<file path="src/rtl/core/tmi_pkg.sv">
// tape machine interpreter package: sizes, symbol and status codes,
// sequencer states and the control struct for the shared step unit
// no dependencies
package tmi_pkg;

    localparam int TAPE_DEPTH    = 4096;
    localparam int PROGRAM_DEPTH = 4096;
    localparam int CELL_BITS     = 32;

    localparam int SYM_W    = 8;
    localparam int STATUS_W = 3;
    localparam int STOP_W   = 2;

    // program address, program length / counter, tape address, data pointer
    localparam int PA_W = $clog2(PROGRAM_DEPTH);
    localparam int PL_W = $clog2(PROGRAM_DEPTH + 1);
    localparam int TA_W = $clog2(TAPE_DEPTH);
    localparam int DP_W = TA_W + 1;

    // operand width of the shared step unit
    localparam int U_W = (CELL_BITS > DP_W) ?
                         ((CELL_BITS > PL_W) ? CELL_BITS : PL_W) :
                         ((DP_W > PL_W) ? DP_W : PL_W);

    localparam logic [SYM_W-1:0] SYM_RIGHT = 8'h3E;
    localparam logic [SYM_W-1:0] SYM_LEFT  = 8'h3C;
    localparam logic [SYM_W-1:0] SYM_INC   = 8'h2B;
    localparam logic [SYM_W-1:0] SYM_DEC   = 8'h2D;
    localparam logic [SYM_W-1:0] SYM_OUT   = 8'h2E;
    localparam logic [SYM_W-1:0] SYM_IN    = 8'h2C;
    localparam logic [SYM_W-1:0] SYM_OPEN  = 8'h5B;
    localparam logic [SYM_W-1:0] SYM_CLOSE = 8'h5D;

    localparam logic OP_LOAD = 1'b0;
    localparam logic OP_STEP = 1'b1;

    localparam logic [STATUS_W-1:0] STATUS_OK      = 3'd0;
    localparam logic [STATUS_W-1:0] STATUS_END     = 3'd1;
    localparam logic [STATUS_W-1:0] STATUS_PTR     = 3'd2;
    localparam logic [STATUS_W-1:0] STATUS_BRACKET = 3'd3;
    localparam logic [STATUS_W-1:0] STATUS_FULL    = 3'd4;

    localparam logic [STOP_W-1:0] STOP_RUN     = 2'd0;
    localparam logic [STOP_W-1:0] STOP_END     = 2'd1;
    localparam logic [STOP_W-1:0] STOP_PTR     = 2'd2;
    localparam logic [STOP_W-1:0] STOP_BRACKET = 2'd3;

    typedef enum logic [2:0] {
        S_CLEAR,
        S_IDLE,
        S_EXEC,
        S_ADV,
        S_SREAD,
        S_SCHK,
        S_RESP
    } state_t;

    typedef struct packed {
        logic [U_W-1:0] operand;
        logic           dec;
    } step_ctl_t;

endpackage

</file>
<file path="src/rtl/core/tmi_step_unit.sv">
// shared increment / decrement unit of the interpreter
// serves cells, data pointer, program counter, length and scan index; uses tmi_pkg
module tmi_step_unit import tmi_pkg::*;
(
    input  step_ctl_t      ctl,
    output logic [U_W-1:0] result
);

    assign result = ctl.operand + (ctl.dec ? {U_W{1'b1}} : U_W'(1));

endmodule
</file>
<file path="config.mk">
export PLATFORM = sky130hd
export DESIGN_NAME = tmi_step_unit
export DESIGN_NICKNAME = d
export VERILOG_FILES = /design/src/rtl/core/tmi_pkg.sv /design/src/rtl/core/tmi_step_unit.sv
export SDC_FILE = /design/constraint.sdc
export NUM_CORES = 1
export LEC_CHECK = 0
export BUFFER_PORTS_ARGS = -buffer_cell sky130_fd_sc_hd__buf_4
export CAP_MARGIN = 20
export CORE_ASPECT_RATIO = 1.2
export CORE_MARGIN = 3
export CORE_UTILIZATION = 53
export DETAILED_ROUTE_END_ITERATION = 10
export PLACE_DENSITY = 0.92
export SYNTH_ARGS = -nofsm -noshare
export SYNTH_HDL_FRONTEND = slang
export SYNTH_SLANG_ARGS = --single-unit
</file>
<file path="constraint.sdc">
create_clock -name vclk -period 2.9
set_input_delay 0.58 -clock vclk [all_inputs]
set_output_delay 0.58 -clock vclk [all_outputs]
set_load 0.01 [all_outputs]
</file>
==> results of run 1 <==
[cell usage after synthesis (6+ instances only)]
cell | n | area (um^2)
inv_1 | 7 | 26.3
a21oi_1 | 29 | 145
a21o_1 | 13 | 97.6
xor2_1 | 16 | 140
nand2_1 | 23 | 86.3
ha_1 | 30 | 375
nor2_1 | 14 | 52.6
o21ai_0 | 16 | 80.1
nand3_1 | 6 | 30.0
a211oi_1 | 6 | 45.0
xnor2_1 | 13 | 114
o21bai_1 | 7 | 52.6
[metrics by stage]
stage,setup slack (ns),utilization
detailed placement,-0.557,0.912
floorplan,0.0370,-
global placement,-0.304,0.912
[cell families after synthesis]
group | Yosys count
fa+ha+maj | 31
buf+inv | 16
compound gates | 104
xor+xnor | 29
simple gates | 64
==> flow_summary.toml, run 1 <==
[outcome]
status = "stopped before the end"
haltStage = "clock tree synthesis (4_1_cts)"
error_line = "[ERROR DPL-0038] Utilization greater than 100%, impossible to legalize"

[synth]
syn_area_per_cell_um2 = 7.13
yosys.area_share.simple = 0.183
synth-seq-area-share = 0
synthDistinctLibCells = 44
synthMuxAreaShare = 0
syn_nets = 308
synth_top_family_by_area = "compound AO/OA/AOI/OAI gates"
synth_compound_area_frac = 0.403
syn_inst = 244
synth-adder-area-share = 0.227
syn-cell-area_um2 = 1740
synth_warnings = 0
synth-xor-area-share = 0.146

[placed_design]
dp_hpwl_um = 6100
gp_congestion = 0.971
io_buffers = 65
dpl_cell_area_um2 = 2840
placed_cells = 417

[clocking]
cts_resized = 114
ctsHoldBuffers = 0
cts_setup_buffers = 18

[floorplanning]
start_util = 0.560
row_count = 22
die_w_um = 58.3
dieHeight_um = 68.8
ios = 65
==> run 2, diff against run 1 <==
Settings changed: CORE_ASPECT_RATIO 1.2 to default, CORE_UTILIZATION 53 to 40, PLACE_DENSITY 0.92 to default, PLACE_DENSITY_LB_ADDON from default to 0.15.
==> run 2 against run 1 <==
  * The flow now finishes, with violations (setup timing)
  * Synthesized cell count did not move
  * Synthesized area is the same
==> flow_summary.toml, run 2 <==
[outcome]
status = "finished with violations"
violations = "setup timing"

[synth]
syn-cell-area_um2 = 1740
synth_warnings = 0
synth.largest_area_cell = "ha_1"
yosys.cell_count.top_type = "ha_1"
synth-seq-area-share = 0
syn_nets = 308
synth_top_area_frac = 0.216
syn_inst = 244
synth.top_cells.by_area = "ha_1 (22%), a21oi_1 (8.3%), xor2_1 (8.1%), xnor2_1 (6.5%), a21o_1 (5.6%)"
synthDistinctLibCells = 44
ys_top_cells_by_count = "ha_1 (30), a21oi_1 (29), nand2_1 (23), o21ai_0 (16), xor2_1 (16)"
syn_area_per_cell_um2 = 7.13

[final_layout]
seq_cell_count = 0
final_cells = 454
n_fill_cell = 179
drive_above_1_share = 0.614
area_delta_synth_final_pct = 113
regArea_um2 = 0
multi_input_area_um2 = 2230
final_common_cell = "buf_4"
antenna_cells = 0
final_core_util = 0.908
layout.nets = 470
final_cell_mix = "buf_4 (156), ha_4 (21), nand2_1 (20), xor2_1 (15), a21oi_1 (14)"
clkbuf_count = 0

[timing]
finalHoldViolations = 0
worstMarginPinSlew_ns = 0.459
relSlewSlack = 0.691
finalSetupViolCount = 20
setup_tns_ns = -3.00
fin_crit_sh = 1.11
setup_slack_ns = -0.311
maxSlewViolCount = 0
rsz0062_at_grt = "true"
fmax_ghz = 0.311
fin_crit_ns = 3.21

[worst_hold_path]
holdPathEnd = "result[1]"
hp-class = "in2out"
worstHoldStart = "ctl[2]"
worstHoldPathCells = 3

[floorplanning]
fp.dieArea_um2 = 5180
row_count = 23
placeableCoreArea_um2 = 4090
start_util = 0.426
die_w_um = 72.0
dieHeight_um = 72.0
ios = 65

[grt]
grt_overflow = 0
antenna_found_initial = 0
grt_max_degree = 10
grt_pass1_wl_um = 12500
grt.total_usage = 0.297
first_global_vias = 2653

[placed_design]
io_buffers = 65
placed_cells = 436
dp_hpwl_um = 4910
dpl_worst_slack_ns = -0.414
gp_congestion = 0.882

[critical_path]
path_class = "in2out"
cp.required_ns = 2.32
cp_max_fo = 6
cp-start-kind = "input port"
crit_path_end_kind = "output pin"
critical_path.startpoint = "ctl[0]"
arrival_ns = 2.63

[power_and_ir_drop]
totalPowerFinal_w = 0.00110
p_leak_nw = 1.70
ir_worst_vdd_uv = 174
powerDensity_nw_per_um2 = 296

[route]
wl_um = 10300
drt_iter0_markers = 272
ant_nets = 0
wl_per_cell_um = 22.8
drt_drc_violations_left = 0
routed_via_density = 6.43
vias = 2917
dr.pass1.iters = 5

[clocking]
ctsHoldBuffers = 0

[job]
maxCapViolations = 0
## run 2: cell counts after synthesis
No cell type changed its count.
## run 2: cells by family (layout without fill, tap and decap cells)
group | count (synthesis) | after routing | synth area share
AO/OA/AOI/OAI | 104 | 104 | 0.403
AND/OR/NAND/NOR | 64 | 64 | 0.183
adder cells (fa/ha/maj) | 31 | 31 | 0.227
XOR/XNOR | 29 | 29 | 0.146
buffers and inverters | 16 | 176 | 0.0417
## run 2: worst max-delay path, stage by stage
cell,delay (ns)
buf_16,0.13
ha_1,0.34
a21oi_1,0.25
o211ai_1,0.22
a2111oi_4,0.34
a211oi_2,0.15
o21ai_1,0.20
a21oi_1,0.10
xnor2_1,0.17
buf_4,0.14
## run 2: cell type report
cell class                 instances  share of cell area
timing repair buffer             169               0.374
tap                               50              0.0169
inverter                           7             0.00708
multi-input combinational        228               0.602
## run 2: what timing repair did
action | in CTS | in global routing
resized for setup | 79 | 31
endpoints found under the setup margin | 23 | 20
gates cloned | 3 | 0
pin swaps | 44 | 26
setup buffers | 9 | 9
hold endpoints to repair | 0 | 0
## run 2: through the flow
stage	area [um^2]	hold slack, ns
6_report	3710	1.56
5_1_grt	3710	1.57
4_1_cts	3490	1.55
3_5_place_dp	2890	1.54
3_3_place_gp	2890	1.52
2_1_floorplan	1740	1.20
## run 2: routing by layer
metal,track usage,up-vias,part of all wire
li1,-,1247,-
met5,0,-,0
met3,0.0208,62,0.071
met4,0.121,0,0.064
met2,0.595,213,0.50
met1,0.314,1395,0.36
## run 2: power breakdown
part	switching, W	internal [W]
sequential	0	0
combinational	0.000533	0.000567
clock	0	0
## run 2: worst max-delay path by stage
| stage | to | slack [ns] | cells after the start |
|---|---|---|---|
| CTS | result[30] | -0.06 | 10 |
| detailed placement | result[31] | -0.41 | 10 |
| global route | result[31] | -0.46 | 10 |
| global placement | result[31] | -0.35 | 10 |
| finish | result[31] | -0.31 | 10 |
| floorplan | result[26] | 0.04 | 8 |
Power figures use the tool's default switching activity.
==> run 3, diff against run 2 <==
Settings changed: ABC_AREA from default to 1.
==> run 3 against run 2 <==
  * The flow now finishes without violations
  * Non-clock buffer count is 101 lower
  * Total power shrank 36%
  * Sequential share of layout area unchanged
  * Via count decreased by 2.1%
  * Combinational power down 36%
==> flow_summary.toml, run 3 <==
[worst_hold_path]
worstHoldPathCells = 3
holdPathEnd = "result[0]"
worstHoldStart = "ctl[1]"
hp-class = "in2out"

[timing]
finalHoldViolations = 0
relSlewSlack = 0.811
maxSlewViolCount = 0
worstMarginPinSlew_ns = 0.284
fmax_ghz = 0.363
fin_crit_sh = 0.951
rsz0062_at_grt = "false"
setup_tns_ns = 0
fin_crit_ns = 2.76
finalSetupViolCount = 0

[grt]
antenna_found_initial = 0
grt.busiest_layer = "met2"
met3_usage = 0.00893
grtUsageMet1 = 0.280
grt_overflow = 0
grt.total_usage = 0.189
grt_max_degree = 33
grt_util_met2 = 0.316
first_global_vias = 2590
grt_pass1_wl_um = 11400

[final_layout]
final_common_cell = "nand2_1"
regArea_um2 = 0
clkbuf_count = 0
final_cells = 634
drive_above_1_share = 0.174
n_fill_cell = 638
final_cell_mix = "nand2_1 (221), inv_1 (110), buf_4 (67), nor2_1 (38), ha_1 (28)"
area_delta_synth_final_pct = 26.2
layout.nets = 628
antenna_cells = 0
design_area_um2 = 3000
seq_cell_count = 0

[critical_path]
critical_path.startpoint = "ctl[0]"
path_class = "in2out"
cp_max_fo = 32
cp.required_ns = 2.32
cp_slowest_stage_delay_ns = 0.40
crit_path_frequent_cell = "nand2_1"
crit_buf_inv = 4
worstPathCellList = "buf_12 -> ha_1 -> nand2_1 -> inv_1 -> nand2_1 -> inv_1 -> a21oi_1 -> nand2_2 -> nand2_1 -> nand2_1 -> nand2_1 -> nand2_1 -> buf_4"
arrival_ns = 2.18
cp-start-kind = "input port"
crit_path_end_kind = "output pin"
cp_top_family = "simple AND/OR/NAND/NOR gates"
slowest_stage = "ha_1"

[floorplanning]
start_util = 0.421
ios = 65
placeableCoreArea_um2 = 5640
dieHeight_um = 83.1
row_count = 27
die_w_um = 83.1
fp.dieArea_um2 = 6900

[placed_design]
placed_cells = 634
gp_congestion = 0.871
io_buffers = 65
dpl_cell_area_um2 = 2980
dp_hpwl_um = 5960

[synth]
synth-seq-area-share = 0
yosys.cell_count.top_type = "nand2_1"
syn_area_per_cell_um2 = 4.81
synthMuxAreaShare = 0
synth-xor-area-share = 0.0589
synth_top_family_by_area = "simple AND/OR/NAND/NOR gates"
ys_top_cells_by_count = "nand2_1 (221), inv_1 (110), nor2_1 (38), ha_1 (30), nand3_1 (22)"
syn_nets = 558
synth.largest_area_cell = "nand2_1"
synth_top_area_frac = 0.349
synth_warnings = 0
yosys.area_share.simple = 0.543
syn_inst = 494
synth_compound_area_frac = 0.0532
synth.top_cells.by_area = "nand2_1 (35%), inv_1 (17%), ha_1 (16%), nor2_1 (6.0%), xor2_1 (5.2%)"
synthDistinctLibCells = 20
synth-adder-area-share = 0.166
syn-cell-area_um2 = 2380

[route]
routed_via_density = 4.51
wl_um = 6670
ant_nets = 0
dr.pass1.iters = 4
wl_per_cell_um = 10.5
vias = 2857
drt_iter0_markers = 101
drt_drc_violations_left = 0

[clocking]
cts_resized = 1
cts_setup_buffers = 0
ctsHoldBuffers = 0

[outcome]
status = "finished clean"

[power_and_ir_drop]
totalPowerFinal_w = 0.000706
powerDensity_nw_per_um2 = 235
ir_worst_vdd_uv = 141
p_leak_nw = 2.05

[job]
maxCapViolations = 0
-- run 3: changes by cell type after synthesis, moves of 5 or more --
cell | previous run | this run
nand3_1 | 6 | 22
nand2_2 | 1 | 14
nand2_1 | 23 | 221
a21oi_1 | 29 | 19
nor2_1 | 14 | 38
o21bai_1 | 7 | 2
inv_1 | 7 | 110
o21ai_0 | 16 | 0
xnor2_1 | 13 | 2
a211oi_1 | 6 | 0
a21o_1 | 13 | 1
-- run 3: power by group --
part	internal [W]	switching [W]	total, W
sequential	0	0	0
clock	0	0	0
combinational	0.000304	0.000402	0.000706
-- run 3: kinds of logic (layout without fill, tap and decap cells) --
logic type / Yosys count / count (layout)
xor gates and xnor gates: 16 / 16
and+or+nand+nor: 311 / 311
buffers and inverters: 113 / 181
adders and majority gates: 31 / 31
AOI/OAI and AO/OA: 23 / 23
-- run 3: worst max-delay path by stage --
stage	endpoint	slack [ns]	cells past startpoint
after floorplan	result[28]	0.57	11
after global placement	result[28]	0.03	13
after detailed placement	result[30]	-0.04	13
after CTS	result[30]	0.06	13
after global routing	result[30]	0.02	13
final	result[22]	0.14	13
-- run 3: layer usage --
layer  vias to the layer above  routed length [um]  part of all wire
met3                         2                 215             0.032
met2                        51                2880              0.43
li1                       1614                   -                 -
met4                         0                  23            0.0034
met1                      1190                3550              0.53
met5                         -                   0                 0
-- run 3: stage by stage --
| stage | hold WS (ns) | setup slack [ns] | utilization |
|---|---|---|---|
| 2_1_floorplan | 1.20 | 0.574 | - |
| 3_3_place_gp | 1.43 | 0.0252 | 0.528 |
| 3_5_place_dp | 1.43 | -0.0364 | 0.528 |
| 4_1_cts | 1.43 | 0.0578 | 0.528 |
| 5_1_grt | 1.45 | 0.0185 | 0.532 |
| 6_report | 1.43 | 0.142 | 0.532 |
-- run 3: layout make-up --
class | count | area [um^2] | area share
multi-input cells | 381 | 1960 | 0.654
repair buffers | 68 | 523 | 0.174
inverters | 113 | 424 | 0.141
well taps | 72 | 90.1 | 0.0300
-- run 3: worst min-delay path, cell delays in order --
cell	delay, ns
buf_4	0.11
inv_1	0.04
buf_4	0.13
